==> src/design/prv_mul.sv <==
`timescale 1ns / 1ps
`default_nettype none
// ----------------------------------------------------------------------------
// prv_mul
// Two-stage unsigned multiplier: 32-bit slices of a times b, then the sum.
// ----------------------------------------------------------------------------
module prv_mul #(
  parameter int AW = 32,
  parameter int BW = 32
) (
  input  logic             clk,
  input  logic [AW-1:0]    a,
  input  logic [BW-1:0]    b,
  output logic [AW+BW-1:0] p
);

  localparam int NC = (AW + 31) / 32;
  localparam int EW = NC * 32;
  localparam int PW = 32 + BW;
  localparam int SW = EW + BW;

  logic [EW-1:0] a_ext;
  logic [PW-1:0] pp [NC];
  logic [SW-1:0] acc;

  assign a_ext = EW'(a);

  // Partial products, one slice each
  always_ff @(posedge clk) begin
    for (int c = 0; c < NC; c++) pp[c] <= a_ext[c*32 +: 32] * b;
  end

  // Align and add the partial products
  always_comb begin
    acc = '0;
    for (int c = 0; c < NC; c++) acc = acc + (SW'(pp[c]) << (32 * c));
  end

  always_ff @(posedge clk) begin
    p <= acc[AW+BW-1:0];
  end

endmodule
`default_nettype wire

==> config.mk <==
export PLATFORM = sky130hd
export DESIGN_NAME = prv_mul
export DESIGN_NICKNAME = d
export VERILOG_FILES = /design/src/design/prv_mul.sv
export SDC_FILE = /design/constraint.sdc
export NUM_CORES = 2
export LEC_CHECK = 0
export BUFFER_PORTS_ARGS = -buffer_cell sky130_fd_sc_hd__buf_4
export CORE_MARGIN = 5
export CORE_UTILIZATION = 25
export DETAILED_ROUTE_END_ITERATION = 8
export GPL_ROUTABILITY_DRIVEN = 1
export GPL_TIMING_DRIVEN = 1
export SYNTH_ARGS = -nofsm -noshare
export SYNTH_HDL_FRONTEND = slang
export SYNTH_SLANG_ARGS = --single-unit
==> constraint.sdc <==
create_clock -name clk -period 15 [get_ports clk]
set_clock_uncertainty 0.05 [all_clocks]
set_input_delay 0 -clock clk [delete_from_list [all_inputs] [get_ports clk]]
set_output_delay 0 -clock clk [all_outputs]
set_load 0.02 [all_outputs]
### Yosys cells after proc, flatten, opt, wreduce, memory -nomap -nowiden

Memories as Yosys holds them, arrays and structs flattened. A register that Yosys moved wholly into a read port is not among the register bits.
Index checks and enable logic that the tools add are counted.

| operators by class | value |
|---|---|
| multipliers | 1 |

Operator list:

| cell | number |
|---|---|
| 32-bit by 32-bit multiplier with 64-bit output | 1 |

| word-level totals | value |
|---|---|
| flip-flop bits (word level) | 0 |
| RAM bits | 64 |
| input bits | 65 |
| output and inout bits | 64 |
| word-level logic and storage cells | 2 |
| memories kept | 1 |

Memories:

| name | words | bits a word | rd ports | clocked after memory_dff | write ports | RTL line | RTL |
|---|---|---|---|---|---|---|---|
| pp | 1 | 64 | 1 | 1 | 1 | 23 | `logic [PW-1:0] pp [NC];` |

### Longest topological paths before layout

| logic depth | value |
|---|---|
| word-level depth | 1 |
| depth in mapped cells | 29 |
| depth with buffers taken out | 28 |

### Worst setup path before layout

Ideal clock, no wire load.

| timing path | value |
|---|---|
| path kind | input port to flip-flop |
| from | in b[9] |
| to | mem pp[0][60] in the netlist's numbering |
| library setup time | 123 ps |
| arrival time | 7059 ps |
| data required time | 14827 ps |
| slack | 7768 ps |
| cell stages on the path | 26 |
| path buffers | 1 |
| cell sequence | clkbuf_1 > nand2_1 > fa_1 > inv_1 > fa_1 > inv_1 > fa_1 > inv_1 > fa_1 > fa_1 > fa_1 > fa_1 > inv_1 > fa_1 > inv_1 > ha_1 > and3_1 > and3_2 > and2_4 > a2111o_1 > a32oi_1 > a31oi_1 > a221o_1 > a221oi_1 > o21ai_1 > xor2_1 |

| on the way | value |
|---|---|
| cells in the longest elaborated chain, start to end | 1 |

RTL lines:

| what | RTL line | RTL |
|---|---|---|
| from (decl) | 13 | `input logic [BW-1:0] b,` |
| 32-bit by 32-bit multiplier with 64-bit output | 30 | `for (int c = 0; c < NC; c++) pp[c] <= a_ext[c*32 +: 32] * b;` |
| to (decl) | 23 |  |

No other way between the ends.

### Worst setup path in the final report

Same ends and word-level chain as after synthesis.

==> run summary <==
=====================================================================================
Height of the die ......................................................       389 um
Grt ovf ................................................................            0
Count of endpoints failing setup in the final report ...................            0
Least-Margin Pin Slew ..................................................     0.748 ns
Clock tree sinks .......................................................          128
Type of destination of the critical path ...............................    flip-flop
Most numerous cell in the Yosys netlist ................................         fa_1
Post-synthesis async set-or-reset flop share ...........................            0
Setup Crit Path Kind ................................................... input port to flip-flop
Fin nets ...............................................................         4950
CTS max path bufs ......................................................            2
Horizontal extent of the die ...........................................       389 um
Endpoint required time on the critical path ............................     15.29 ns
Post-synthesis cell type with the largest combined area ................         fa_1
CP arrival .............................................................      8.08 ns
Die Footprint .......................................................... 151000 sq um
Row cnt ................................................................          138
Max cap viols ..........................................................            0
Proportion of synthesized chip area in sequential cells ................       0.0715
Total nets after synthesis .............................................         5015
DR pass1 iterations ....................................................            5
Final hold viol count ..................................................            0
Total wire length ......................................................      96.2 mm
Number of H-tree branching levels ......................................            4
TritonCTS clock tree ...................................................        built
Initial cell density of the core .......................................        0.252
Antenna violations before repair .......................................            3
Post-DP HPWL ...........................................................      77.7 mm
Leading post-synthesis cells by instance count ......................... 896 x fa_1, 861 x inv_1, 599 x and2_1, 473 x nand2_1, 263 x ha_1
Layout-stage area growth over the synthesis result .....................        8.46%
Setup TNS ..............................................................         0 ns
GRT Util Overall .......................................................        0.131
Post-DRT Antenna Nets ..................................................            0
Ratio of cells with drive above 1 in the final layout ..................       0.0471
Max transition margin ..................................................        0.496
Number of DRC violations after detailed-routing iteration 0 ............         1361
DRC violation count after routing ......................................            0
Via count ..............................................................        24700
Worst min-delay path class ............................................. input port to flip-flop
Area of the multi-input gates ..........................................  29100 sq um
Clock latency at the later pin of the worst-skew pair ..................      0.46 ns
Area fraction of the dominant cell type after synthesis ................        0.501
Total CTS buffers ......................................................           17
Pin count of the biggest net entering global routing ...................           33
Post-synthesis instance area ...........................................  35800 sq um
Root Driver ............................................................    clkbuf_16
Number of global-route vias before repair ..............................        27500
Number of flops mapped to enable cells by yosys ........................            0
Startpoint Class .......................................................   input port
Number of library cell types mapped by synthesis .......................           71
Fill cell count ........................................................        15100
Most instantiated flip-flop cell in the synthesis netlist ..............      dfxtp_1
CTS Hold Buffers Added .................................................            2
Largest driver fanout on the critical path .............................           32
Postcts setup bufs .....................................................            0
Share of the clock period used by the worst path after layout ..........        0.519
Synth area leaders ..................................................... fa_1 50%, and2_1 10%, ha_1 9.2%
FF+latch area ..........................................................   2560 sq um
Achievable frequency ...................................................      128 MHz
Clock-pin slew of the registers on the worst-case setup and hold paths .      0.06 ns
Outcome ................................................................ finished clean
Total core area ........................................................ 142000 sq um
Setup slack, reg-to-reg ................................................     14.51 ns
Global-route wire length before repair .................................       155 mm
Final Critical Period ..................................................      7.79 ns
Average size of a mapped cell ..........................................   9.45 sq um
Mapped Cells ...........................................................         3791
I/O pin cnt ............................................................          129
Final weighted congestion in routability-driven placement ..............        0.890
Warning count from the yosys run .......................................            0
Average via count per standard cell ....................................         4.38
Max Transition Viols Final .............................................            0
Drt wl/cell ............................................................      17.1 um
Quantity of I/O buffers inserted on ports ..............................          128
Total of cells resized after clock tree synthesis ......................            0
Unrepaired setup endpoints after global routing ........................        false
Post-synthesis register bit count ......................................          128
=====================================================================================
## critical path, cell delays in order
cell      delay, ns
buf_4          0.36
and2_1         0.22
fa_1           0.45
fa_1           0.54
inv_1          0.05
fa_1           0.46
fa_1           0.54
inv_1          0.05
fa_1           0.63
fa_1           0.46
fa_1           0.49
inv_1          0.05
fa_1           0.47
inv_1          0.04
ha_1           0.36
and3_1         0.18
and3_2         0.23
and2_4         0.17
a2111o_1       0.39
a32oi_1        0.42
a31oi_1        0.32
a221o_1        0.45
a221oi_1       0.41
o21ai_1        0.13
xor2_1         0.15
## registers in the layout, summed over array words and instances, names as in the netlist
register and cells:
pp 64, p 64
## layout make-up
cell class                 instances  share of cell area
timing repair buffer             130              0.0253
multi-input combinational       2588               0.750
sequential                       128              0.0660
inverter                         861              0.0832
tap                             1890              0.0609
antenna                            1           0.0000644
clock inverter                    10             0.00290
clock buffer                      21              0.0119
## worst paths after layout
| kind | cells after the start | to | startpoint |
|---|---|---|---|
| worst min register to register | 0 | p[44] | pp[0][44] |
| worst max register to register | 0 | p[63] | pp[0][63] |
| worst max-delay path | 25 | pp[0][60] | b[9] |
| worst min-delay path | 3 | pp[0][1] | a[1] |
## metal layers
metal | routed length, um | GRT usage
met5 | 0 | 0
met1 | 39800 | 0.167
met4 | 2840 | 0.0389
met3 | 4020 | 0.0156
met2 | 49600 | 0.233
## cells in the final DEF, fill, tap and decap left out, types with 3 or more instances in the layout
| cell type | count |
|---|---|
| dfxtp_1 | 128 |
| a21o_1 | 32 |
| nor3_1 | 7 |
| a31oi_1 | 15 |
| a21oi_1 | 65 |
| nand4_1 | 18 |
| o21ai_1 | 4 |
| nand3_1 | 10 |
| clkbuf_16 | 17 |
| o21ai_0 | 36 |
| clkinv_2 | 4 |
| nor2b_1 | 3 |
| fa_1 | 896 |
| ha_1 | 263 |
| nand2_1 | 473 |
| inv_1 | 861 |
| xnor2_1 | 35 |
| and3_1 | 8 |
| nor2_1 | 31 |
| a211oi_1 | 4 |
| and2_1 | 599 |
| buf_4 | 128 |
| o21bai_1 | 9 |
| xor2_1 | 27 |
| o21a_1 | 4 |
| nand2b_1 | 3 |
## through the flow
| stage | setup WS, ns | hold WS [ns] | util | std cells | instance area (sq um) |
|---|---|---|---|---|---|
| 2_1_floorplan | 7.77 | 0.0773 | - | 3791 | 35800 |
| 3_3_place_gp | 6.89 | 0.262 | 0.270 | 5595 | 38300 |
| 3_5_place_dp | 6.83 | 0.262 | 0.270 | 5595 | 38300 |
| 4_1_cts | 7.33 | 0.166 | 0.274 | 5628 | 38800 |
| 5_1_grt | 6.96 | 0.205 | 0.274 | 5628 | 38800 |
| 6_report | 7.21 | 0.192 | 0.274 | 5629 | 38800 |
## logic make-up (layout without fill, tap and decap cells)
group | after synthesis | after routing | synth area share
and+or+nand+nor | 1164 | 1164 | 0.168
DFF | 128 | 128 | 0.0715
other | 0 | 1 | 0
muxes | 1 | 1 | 0.000279
adders and majority gates | 1159 | 1159 | 0.593
buffers and inverters | 1075 | 1022 | 0.115
xor gates and xnor gates | 62 | 62 | 0.0152
AOI/OAI and AO/OA | 202 | 202 | 0.0371
Power is not shown: default switching activity piles up to over one toggle a cycle in this logic, so the estimate is an artifact.
