$ cat src/design/prv_sqrt.sv
`timescale 1ns / 1ps
`default_nettype none
// ----------------------------------------------------------------------------
// prv_sqrt
// Pipelined floor square root, one result bit per stage.
// ----------------------------------------------------------------------------
module prv_sqrt #(
  parameter int RW = 25
) (
  input  logic            clk,
  input  logic [2*RW-1:0] rad,
  output logic [RW-1:0]   root
);

  localparam int RADW = 2 * RW;
  localparam int TW   = RADW + 1;

  logic [RADW-1:0] rem_q  [RW];
  logic [RW-1:0]   root_q [RW];

  for (genvar k = 0; k < RW; k++) begin : g_stage
    localparam int B = RW - 1 - k;
    logic [RADW-1:0] rem_in;
    logic [RW-1:0]   root_in;
    logic [TW-1:0]   trial;
    logic            take;

    if (k == 0) begin : g_first
      assign rem_in  = rad;
      assign root_in = '0;
    end else begin : g_next
      assign rem_in  = rem_q[k-1];
      assign root_in = root_q[k-1];
    end

    // (root + 2^B)^2 - root^2 = root*2^(B+1) + 2^(2B)
    assign trial = (TW'(root_in) << (B + 1)) + (TW'(1) << (2 * B));
    assign take  = TW'(rem_in) >= trial;

    always_ff @(posedge clk) begin
      rem_q[k]  <= take ? RADW'(TW'(rem_in) - trial) : rem_in;
      root_q[k] <= root_in | (RW'(take) << B);
    end
  end

  assign root = root_q[RW-1];

endmodule
`default_nettype wire

$ cat config.mk
export PLATFORM = sky130hd
export DESIGN_NAME = prv_sqrt
export DESIGN_NICKNAME = d
export VERILOG_FILES = /design/src/design/prv_sqrt.sv
export SDC_FILE = /design/constraint.sdc
export NUM_CORES = 2
export LEC_CHECK = 0
export BUFFER_PORTS_ARGS = -buffer_cell sky130_fd_sc_hd__buf_2
export CORE_MARGIN = 4
export CORE_UTILIZATION = 60
export CTS_BUF_LIST = sky130_fd_sc_hd__clkbuf_4 sky130_fd_sc_hd__clkbuf_8
export CTS_CLUSTER_DIAMETER = 50
export CTS_CLUSTER_SIZE = 12
export DETAILED_ROUTE_END_ITERATION = 7
export PLACE_DENSITY = 0.76
export SLEW_MARGIN = 20
export SYNTH_ARGS = -nofsm -noshare
export SYNTH_HDL_FRONTEND = slang
export SYNTH_SLANG_ARGS = --single-unit
$ cat constraint.sdc
create_clock -name clk -period 8.1 [get_ports clk]
set_input_delay 0.405 -clock clk [delete_from_list [all_inputs] [get_ports clk]]
set_output_delay 0.405 -clock clk [all_outputs]
set_load 0.1 [all_outputs]
[Yosys cells after proc, flatten, opt, wreduce, memory -nomap -nowiden]
Memory sizes are Yosys's and may differ from the RTL's.
Index checks and enable logic that the tools add are counted.
Widths: inputs -> output; s select.
Word-level totals
  bits in registers: 0
  memories: 2
  RAM bits: 1875
  output and inout port bits: 25
Memories
  rem_q: depth 25, width 50, read ports 24, clocked after Yosys merged registers in 0, wr ports 25, line 18  | logic [RADW-1:0] rem_q [RW];
  root_q: depth 25, width 25, read ports 25, clocked after Yosys merged registers in 0, wr ports 25, line 19  | logic [RW-1:0] root_q [RW];
Cells by class
  bitwise operators: 24
  $lt $le $gt $ge: 25
  muxes and demuxes: 25
  $add $sub $neg: 49
Operators by type and width (number)
  $mux 50: 25
  $sub 50x50->50: 7
  $ge 50x51->1: 6
  $add 49x47->50 const B: 1
  $ge 50x33->1: 1
  $ge 50x34->1: 1
  $ge 50x35->1: 1
  $ge 50x36->1: 1
  $ge 50x37->1: 1
  $ge 50x38->1: 1
  $ge 50x39->1: 1
  $ge 50x40->1: 1
  $ge 50x41->1: 1
  $ge 50x42->1: 1
  $ge 50x43->1: 1
  $ge 50x44->1: 1
  $ge 50x45->1: 1
  $ge 50x46->1: 1
  $ge 50x47->1: 1
  $ge 50x48->1: 1
  $ge 50x49->1: 1
  $ge 50x49->1 const B: 1
  $ge 50x50->1: 1
  $sub 50x33->50: 1
  64 further kinds: 64

[Longest topological paths before layout]
An unclocked memory read counts as a cell.
  depth in word-level cells: 4
  mapped depth: 14
  mapped depth without buffers: 11

[Least setup slack after synthesis]
Ideal clock, no wire load.
  path type: register to register
  start: memory root_q[20][16], in the netlist root_q[2][116]
  end: memory rem_q[2][289] (netlist name)
  data arrival time: 3006 ps
  stages on the path, launching flop included: 12
  setup slack: 4976 ps
  setup time: 118 ps
  clock period less this slack: 3124 ps
  cells stage by stage: dfxtp_1 inv_1 ha_1 buf_2 nand4_1 or3_1 or4_1 nor4b_4 or4b_1 buf_2 or3_1 xnor2_1
RTL lines (line)
  from (decl): 19
  to (decl): 18

==> flow_metrics.tcl <==
set metrics [dict create \
    status "complete, no violations" \
    num_io_pins 76 \
    p_per_area_nw_per_um2 341 \
    fill_cells 7321 \
    slowest_delay_ns 0.55 \
    drt-total-wl_um 127000 \
    setup_violations 0 \
    cts_setup_buffers 0 \
    worstSetupPathType "reg2reg" \
    hp-class "in2reg" \
    cp-start-kind "flop" \
    rsz0062_at_grt "no" \
    reg2reg_to "rem_q[2][346]" \
    slowest_stage "a21boi_0" \
    synth.area.top_cells "dfxtp_1 53%, ha_1 7.6%, xor2_1 4.0%" \
    finalSetupTns_ns 0 \
    viasPerCell 5.60 \
    post-route-min-period_ns 3.93 \
    syn-num-nets 6060 \
    cts_htree_levels 4 \
    antenna_found_initial 3 \
    finalPower_w 0.0213 \
    rows 112 \
    die_y_um 317 \
    area_growth_syn_to_layout_pct 9.07 \
    async_reset_ff_share_pct 0 \
    port_buffers 75 \
    hold_viol 0 \
    skew_ns 0.0403 \
    crit_chain "inv_1 > ha_1 > nand3_1 > nor3b_1 > a21boi_0 > o2111a_1 > and3b_1 > buf_4 > inv_2 > nand4_1 > nor4_1 > xor2_1" \
    drt.antenna.violating_nets 0 \
    grt_usage_pct 25.1 \
    worstMarginPinSlew_ns 1.09 \
    path_clk_slew_ns 0.08 \
    yosysWarningCount 0 \
    clockBufferDepth 3 \
    final_area_sq_um 62300 \
    critPathRequiredTime_ns 8.88 \
    yosysUniqueCellTypes 86 \
    synth_most_common_cell "dfxtp_1" \
    yosys.area.top_type_share_pct 53.4 \
    vdd_drop_max_mv 0.205 \
    final_max_slew_viol_count 0 \
    clock_latency_ns 0.85 \
    cp-end-kind "flop" \
    rr_startpoint "root_q[2][135]" \
    yosysSeqAreaShare_pct 53.4 \
    placed_area_sq_um 58800 \
    synth_top_area_cell "dfxtp_1" \
    gp_congestion 0.951 \
    synth_common_cells "1,525 x dfxtp_1, 436 x inv_1, 400 x nand2_1, 346 x ha_1, 322 x o21ai_0" \
    nets 6263 \
    drt_iter0_markers 2711 \
    grt_pass1_vias 39725 \
    crit_path_max_fanout 37 \
    syn-cell-area_sq_um 57100 \
    cts_tree "built" \
    core_area_sq_um 93900 \
    syn_avg_cell_area_sq_um 10.1 \
    cts_buffers 157 \
    grt_pass1_wl_um 203000 \
    synth_edf_count 0 \
    reg2regPathDepth 12 \
    start_util_pct 60.9 \
    endpoint "rem_q[2][346]" \
    routed-via-count 40209 \
    relSlewSlack_pct 26.8 \
    die-area_sq_um 100000 \
    cts.sinks 1525 \
    grt_overflow 0 \
    drive_gt1_share_pct 7.13 \
    syn_inst 5663 \
    root_buffer "clkbuf_8" \
    synth-main-ff-cell "dfxtp_1" \
    worstPathArrival_ns 4.72 \
    rrSetupSlack_ns 4.17 \
    p_leak_nw 28.2 \
    die_w_um 317 \
    firstDrtPassIters 5 \
    crit_start "root_q[2][135]" \
    hpwl_um 96100 \
    final_core_util_pct 66.4 \
    fin_crit_sh_pct 48.6 \
    grt_max_degree 51 \
    post_drt_wl_per_cell_um 17.6 \
    maxCapViolCount 0 \
    drc 0 \
    synth-seq-cells 1525 \
    fmax_ghz 0.254 \
]
cell families (layout without fill, tap and decap cells):
group	Yosys count	count (layout)	share of synthesized area [%]
flops	1525	1525	53.4
xor+xnor	514	514	7.88
buf+inv	537	796	3.60
compound gates	1057	1057	11.4
mux	66	66	1.27
simple gates	1618	1618	14.8
other cells	0	3	0
fa+ha+maj	346	346	7.58
flip-flops by register name, summed over array words and instances, names as in the netlist:
name and count:
rem_q 1200, root_q 325
metal layers:
metal	GRT usage (%)	wire [um]
met4	9.34	4010
met3	3.38	5190
met2	44.4	62200
met5	0	0
met1	31.2	55300
area by class of cell:
class | instances | area (sq um) | area share, %
multi-input combinational | 3601 | 24600 | 39.5
antenna | 3 | 7.51 | 0.0120
clock inverter | 35 | 497 | 0.797
sequential | 1525 | 30500 | 49.0
clock buffer | 180 | 2440 | 3.91
timing repair buffer | 142 | 1030 | 1.65
inverter | 439 | 1650 | 2.64
tap | 1254 | 1570 | 2.52
worst min path at each step:
| stage | slack [ns] | start | cells past startpoint | to |
|---|---|---|---|---|
| 2_1_floorplan | 0.32 | rem_q[2][150] | 0 | rem_q[2][200] |
| 3_3_place_gp | 0.33 | rem_q[1][300] | 0 | rem_q[1][350] |
| 3_5_place_dp | 0.33 | rem_q[1][306] | 0 | rem_q[1][356] |
| 4_1_cts | 0.09 | rad[15] | 2 | rem_q[0][15] |
| 5_1_grt | 0.15 | rad[32] | 2 | rem_q[0][32] |
| 6_report | 0.18 | rad[2] | 2 | rem_q[0][2] |
where the power goes:
group          internal [W]  switching, W  total (W)  leakage [nW]
combinational       0.00259       0.00325    0.00584          13.9
clock               0.00221       0.00256    0.00477          1.51
sequential          0.00923       0.00142     0.0107          12.8
through the flow:
step	setup slack, ns	hold WS (ns)	std cells
floorplan	4.98	0.322	5663
global placement	4.38	0.328	6909
detailed placement	4.28	0.330	6909
CTS	4.22	0.0900	7175
global route	3.93	0.147	7179
finish	4.17	0.182	7179
cells in the final DEF (no fill, tap or decap), drive strengths merged, types with 41 or more instances in the layout:
| cell type | instances |
|---|---|
| xnor2 | 255 |
| nor2 | 286 |
| nor4 | 190 |
| a21o | 90 |
| a21oi | 299 |
| nor3 | 169 |
| ha | 346 |
| or3 | 82 |
| buf | 91 |
| nand2 | 400 |
| nand2b | 60 |
| nand4 | 79 |
| dlygate4sd3 | 51 |
| xor2 | 259 |
| o21ai | 329 |
| inv | 453 |
| dfxtp | 1525 |
| nor2b | 41 |
| mux2 | 51 |
| nand3 | 72 |
| clkbuf | 180 |
| or4 | 51 |
| o21a | 59 |
worst max-delay path, delay by kind of cell (launching register included):
| family | cells | cell delay, ns |
|---|---|---|
| DFF | 1 | 0.37 |
| xor gates and xnor gates | 1 | 0.17 |
| buffers and inverters | 3 | 0.62 |
| and+or+nand+nor | 5 | 1.41 |
| AOI/OAI and AO/OA | 2 | 0.85 |
| adders and majority gates | 1 | 0.42 |
what timing repair did:
| item | 4_1_cts | 5_1_grt |
|---|---|---|
| endpoints found under the setup margin | 0 | 0 |
| resized for setup | 0 | 0 |
| hold endpoints to repair | 51 | 0 |
| hold buffers | 51 | 0 |
(Power assumes the default switching activity.)
