$ cat src/design/prv_dly.sv
`timescale 1ns / 1ps
`default_nettype none
// ----------------------------------------------------------------------------
// prv_dly
// Fixed-length shift line that keeps side data aligned with the datapath.
// ----------------------------------------------------------------------------
module prv_dly #(
  parameter int WIDTH = 8,
  parameter int DEPTH = 4
) (
  input  logic             clk,
  input  logic             rst,
  input  logic [WIDTH-1:0] din,
  output logic [WIDTH-1:0] dout
);

  logic [WIDTH-1:0] tap [DEPTH];

  // Shift one tap per cycle
  always_ff @(posedge clk) begin
    if (rst) begin
      for (int k = 0; k < DEPTH; k++) tap[k] <= '0;
    end else begin
      tap[0] <= din;
      for (int k = 1; k < DEPTH; k++) tap[k] <= tap[k-1];
    end
  end

  assign dout = tap[DEPTH-1];

endmodule
`default_nettype wire

$ cat config.mk
export PLATFORM = sky130hd
export DESIGN_NAME = prv_dly
export DESIGN_NICKNAME = d
export VERILOG_FILES = /design/src/design/prv_dly.sv
export SDC_FILE = /design/constraint.sdc
export NUM_CORES = 1
export LEC_CHECK = 0
export BUFFER_PORTS_ARGS = -buffer_cell sky130_fd_sc_hd__buf_2
export CAP_MARGIN = 20
export CORE_MARGIN = 1
export CORE_UTILIZATION = 54
export CTS_BUF_LIST = sky130_fd_sc_hd__clkbuf_4
export DETAILED_ROUTE_END_ITERATION = 10
export PLACE_DENSITY = 0.82
export SLEW_MARGIN = 25
export SYNTH_ARGS = -nofsm -noshare
export SYNTH_HDL_FRONTEND = slang
export SYNTH_SLANG_ARGS = --single-unit
export TNS_END_PERCENT = 20
$ cat constraint.sdc
create_clock -name clk -period 0.8 [get_ports clk]
set_input_delay 0.04 -clock clk [delete_from_list [all_inputs] [get_ports clk]]
set_output_delay 0.04 -clock clk [all_outputs]
set_load 0.005 [all_outputs]
Word-level counts from Yosys, hierarchy flattened

Memories as Yosys holds them, arrays and structs flattened.
Index checks and enable logic that the tools add are counted.

Add/subtract/negate cells: 0
$mul: 0
Div/mod/pow operators: 0
Order comparisons: 0
Equality and inequality tests: 0
Shift-type cells: 0
Muxes and demuxes: 7
Bitwise operators: 4
Reductions and logical operators: 0

Operators by type and width:

| cell              | count |
|---|---|
| 8-bit two-way mux | 4 |
| 1-bit bitwise OR  | 4 |
| 1-bit two-way mux | 3 |

Bits in registers: 0
Bits in latches: 0
Bits in writable memories: 32
Bits in read-only memories: 0
Input port bits: 10
Output and inout port bits: 8
Word-level logic and storage cells: 12
Memories: 1

Memories:

| name | depth | width | read ports | clocked after Yosys merged registers in | wr ports | RTL line | text |
|---|---|---|---|---|---|---|---|
| tap  | 4     | 8     | 4          | 0                                       | 4        | 17       | `logic [WIDTH-1:0] tap [DEPTH];` |

Longest topological paths before layout

Gate-level depths: netlist of run 1.

Depth after elaboration: 3
Mapped depth: 2
Depth with buffers taken out: 1

Least setup slack after synthesis of run 1

No wires, ideal clock.

Kind: reg-to-reg
From: memory tap[0][0]
To: memory tap[1][0]
Setup time: 0.114 ns
Arrival: 0.376 ns
Required time: 0.686 ns
Slack: 0.310 ns
Stages on the path, launching flop included: 2
Path through: dfxtp_1 nor2b_1

RTL lines:

| item            | RTL line |
|---|---|
| start, declared | 17 |

==> impl_metrics.json, run 1 <==
{
  "cp-end-kind": "primary output",
  "drive_above_1_share_pct": 25.8,
  "grt_pass1_vias": 473,
  "place_inst": 98,
  "critPathKind": "reg -> out",
  "finalHoldWorstSlack_ns": 0.0927,
  "synthCells": 67,
  "power_density_nw_per_um2": 2370,
  "relSlewSlack_pct": 91.6,
  "worst_pin_slew_ns": 0.125,
  "grt_antenna_before_repair": 0,
  "max_freq_mhz": 1310,
  "slew_viol_final": 0,
  "clock_latency_ns": 0.31,
  "yosysTopAreaCell": "dfxtp_1",
  "skew_ns": 0.00303,
  "ys_seq_area_share_pct": 74.2,
  "hold_path_class": "in -> reg",
  "yosys.area.top_type_share_pct": 74.2,
  "cts_buffers": 5,
  "largest_reg_flops": 32,
  "ios": 18,
  "gp_congestion": 0.576,
  "leakagePower_nw": 0.487,
  "track_usage_pct": 13.8,
  "cp_cell_sequence": "buf_2",
  "vdd_drop_max_mv": 1.52,
  "rsz0062_at_grt": "true",
  "syn_to_final_growth_pct": 27.0,
  "htreeDepth": 2,
  "maxCapViolCount": 0,
  "yosys_register_bits": 32,
  "final_hold_viol_count": 0,
  "cp_max_fo": 1,
  "slowest_delay_ns": 0.30,
  "core-area_um2": 1510,
  "clock-root-buffer": "clkbuf_4",
  "die_h_um": 42.0,
  "std_cell_rows": 14,
  "portBuffers": 17,
  "path_clk_slew_ns": 0.08,
  "wire_per_inst_um": 8.83,
  "total_power_mw": 2.60,
  "drtPass1Iterations": 3,
  "finalCriticalPeriod_ns": 0.764,
  "overflow": 0,
  "synth_area_leaders": "dfxtp_1 (74%), nor2b_1 (23%), buf_4 (2.6%)",
  "top_regs": "tap: 32 flops",
  "arrival_ns": 0.72,
  "setup_violations": 0,
  "first_iter_violations": 4,
  "path_delay_family": "flip-flops",
  "syn_area_um2": 863,
  "grt_pass1_wl_mm": 1.66,
  "drtAntennaViolNets": 0,
  "cpMaxStageDelayCell": "dfxtp_1",
  "avgViaCountPerCell": 4.34,
  "top_register": "tap",
  "post-route-util_pct": 72.8,
  "crit_required_ns": 0.76,
  "fin_crit_sh_pct": 95.5,
  "critPathBufInv": 1,
  "die_width_um": 42.0,
  "drc": 0,
  "stdcell_count": 113,
  "post_cts_buffers": 0,
  "diodes": 0,
  "grt_max_degree": 33,
  "cts.sinks": 32,
  "final_cell_mix": "nor2b_1 (32), dfxtp_1 (32), buf_2 (17)",
  "syn_avg_cell_area_um2": 12.9,
  "clockBufferDepth": 2,
  "cts_tree": "yes",
  "critPathLaunchType": "flip-flop",
  "setup-tns-final_ns": 0,
  "initial_core_util_pct": 57.3,
  "wirelength_um": 998,
  "ys_warn_count": 0,
  "yosysUniqueCellTypes": 3,
  "postSynthNetCount": 77,
  "fin_nets": 107,
  "vias": 490,
  "die_area_um2": 1760,
  "status": "finished, final reports clean"
}
[report_power, final]
part / leakage, nW / internal, mW / switching, mW
Clock: 0.0315 / 0.357 / 0.459
Combinational: 0.193 / 0.0838 / 0.0451
Sequential: 0.262 / 1.65 / 0.00923
[per-layer routing]
metal / wire length [µm] / vias up / GRT usage (%)
met5: 0 / - / 0
met4: 18 / 0 / 7.74
met3: 72 / 3 / 7.76
met2: 526 / 20 / 26.3
met1: 380 / 209 / 10.1
li1: - / 258 / -
[synthesized netlist by cell type, drive strengths merged]
library cell	n
dfxtp	32
nor2b	32
buf	3
[kinds of logic (layout without fill, tap and decap cells)]
kind of cell           after synthesis  in the layout  share of synthesized area (%)
buffers and inverters                3             33                           2.61
and+or+nand+nor                     32             32                           23.2
DFF                                 32             32                           74.2
[cell type report]
type,instances,area [µm²]
clock buffers,6,45.0
clock inverters,1,5.00
well taps,16,20.0
repair buffers,26,185
fillers,113,410
multi-input cells,32,200
flip-flops and latches,32,641
[metrics by stage]
stage | setup slack [ns] | cell area [µm²]
after floorplan | 0.310 | 863
after global placement | 0.301 | 966
after detailed placement | 0.253 | 966
after CTS | 0.0134 | 1100
after global routing | -0.00944 | 1100
final | 0.0357 | 1100
[final timing paths]
check             startpoint        end  slack, ns  depth (start not counted)
setup reg to reg   tap[1][2]  tap[2][2]       0.27                          1
hold / removal           rst  tap[2][5]       0.09                          3
setup / recovery   tap[3][6]    dout[6]       0.04                          1
hold reg to reg    tap[2][1]  tap[3][1]       0.44                          1
[repair_timing]
action,in CTS,in global routing
hold buffers,8,0
hold endpoints to repair,8,0
setup endpoints to repair,0,5
gates resized for setup,0,0
Power figures use the tool's default switching activity.
==> run 2, diff against run 1 <==
--- a/config.mk
+++ b/config.mk
@@ -7,11 +7,13 @@
 export LEC_CHECK = 0
 export BUFFER_PORTS_ARGS = -buffer_cell sky130_fd_sc_hd__buf_2
 export CAP_MARGIN = 20
+export CORE_ASPECT_RATIO = 0.5
 export CORE_MARGIN = 1
-export CORE_UTILIZATION = 54
+export CORE_UTILIZATION = 31
 export CTS_BUF_LIST = sky130_fd_sc_hd__clkbuf_4
 export DETAILED_ROUTE_END_ITERATION = 10
-export PLACE_DENSITY = 0.82
+export PLACE_DENSITY = 0.53
+export RECOVER_POWER = 50
 export SLEW_MARGIN = 25
 export SYNTH_ARGS = -nofsm -noshare
 export SYNTH_HDL_FRONTEND = slang
==> constraint.sdc (replaced) <==
create_clock -name clk -period 0.84 [get_ports clk]
set_input_delay 0.042 -clock clk [delete_from_list [all_inputs] [get_ports clk]]
set_output_delay 0.042 -clock clk [all_outputs]
set_load 0.005 [all_outputs]
==> impl_metrics.json, run 2 (synthesis gave the netlist of run 1 again) <==
{
  "setup-tns-final_ns": 0,
  "cts_tree": "yes",
  "finalCriticalPeriod_ns": 0.775,
  "power_density_nw_per_um2": 2200,
  "top_register": "tap",
  "dp_slack_ns": 0.325,
  "grt_antenna_before_repair": 0,
  "arrival_ns": 0.73,
  "die_area_um2": 3010,
  "critPathBufInv": 1,
  "cpMaxStageDelayCell": "dfxtp_1",
  "rsz0062_at_grt": "false",
  "avgViaCountPerCell": 3.50,
  "critPathLaunchType": "flip-flop",
  "crit_required_ns": 0.80,
  "leakagePower_nw": 0.487,
  "core-area_um2": 2620,
  "setup_slack_ns": 0.0648,
  "slowest_delay_ns": 0.31,
  "vdd_drop_max_mv": 0.491,
  "cp-end-kind": "primary output",
  "relSlewSlack_pct": 91.6,
  "stdcell_count": 134,
  "grt_max_degree": 33,
  "top_regs": "tap: 32 flops",
  "reg2reg_from": "tap[1][7]",
  "setup_violations": 0,
  "max_freq_mhz": 1290,
  "final_hold_viol_count": 0,
  "clock-root-buffer": "clkbuf_4",
  "initial_core_util_pct": 33.0,
  "clockBufferDepth": 2,
  "grt_pass1_wl_mm": 1.55,
  "drtPass1Iterations": 6,
  "syn_to_final_growth_pct": 30.0,
  "cts_resized": 0,
  "final_cell_area_um2": 1120,
  "overflow": 0,
  "final_cell_mix": "nor2b_1 (32), dfxtp_1 (32), buf_2 (17)",
  "htreeDepth": 2,
  "crit_path_start": "tap[3][4]",
  "largest_reg_flops": 32,
  "status": "finished, violations left",
  "gp_congestion": 0.547,
  "worst_pin_slew_ns": 0.125,
  "track_usage_pct": 7.73,
  "wire_per_inst_um": 7.49,
  "std_cell_rows": 13,
  "path_clk_slew_ns": 0.09,
  "fin_nets": 107,
  "die_h_um": 39.3,
  "cts.sinks": 32,
  "path_delay_family": "flip-flops",
  "vias": 469,
  "ios": 18,
  "skew_ns": 0.00559,
  "place_inst": 119,
  "hold_path.startpoint": "rst",
  "fin_crit_sh_pct": 92.3,
  "wirelength_mm": 1.00,
  "cp_cell_sequence": "buf_2",
  "first_iter_violations": 17,
  "critPathKind": "reg -> out",
  "portBuffers": 17,
  "hold_path_class": "in -> reg",
  "violations": "DRC",
  "die_width_um": 76.6,
  "drive_above_1_share_pct": 25.8,
  "slew_viol_final": 0,
  "maxCapViolCount": 0,
  "cp_max_fo": 1,
  "drtAntennaViolNets": 0,
  "clock_latency_ns": 0.31,
  "drc": 2,
  "grt_pass1_vias": 410,
  "diodes": 0,
  "cts_buffers": 5,
  "dpl_cell_area_um2": 992
}
[run 2: power breakdown]
group	switching, mW	internal [mW]	total, mW
Sequential	0.00916	1.57	1.58
Clock	0.431	0.340	0.771
Combinational	0.0419	0.0797	0.122
Total	0.482	1.99	2.47
[run 2: area by class of cell]
class	count	area (µm²)
well taps	37	46.3
clock inverters	1	5.00
fillers	262	1500
repair buffers	26	185
multi-input cells	32	200
clock buffers	6	45.0
flip-flops and latches	32	641
[run 2: stage by stage]
| step | util (%) | hold WS (ns) | power [mW] |
|---|---|---|---|
| 2_1_floorplan | - | 0.114 | 1.67 |
| 3_3_place_gp | 37.9 | 0.253 | 1.70 |
| 3_5_place_dp | 37.9 | 0.257 | 1.71 |
| 4_1_cts | 42.9 | 0.0807 | 2.50 |
| 5_1_grt | 42.9 | 0.0934 | 2.58 |
| 6_report | 42.9 | 0.0955 | 2.47 |
[run 2: what timing repair did]
item / in CTS / in global routing
hold buffers: 8 / 0
setup buffers: 0 / 0
hold endpoints to repair: 8 / 0
[run 2: final timing paths]
check	endpoint	slack, ns	cells after the start
worst min register to register	tap[2][1]	0.44	1
worst max-delay path	dout[4]	0.06	1
worst max register to register	tap[2][7]	0.32	1
worst min-delay path	tap[1][7]	0.1	3
[run 2: per-layer routing]
metal,global-route usage (%),vias up,share of wire [%]
met5,0,-,0
met2,12.6,16,44
met3,5.81,5,8.0
li1,-,258,-
met1,6.09,190,45
met4,8.65,0,3.1
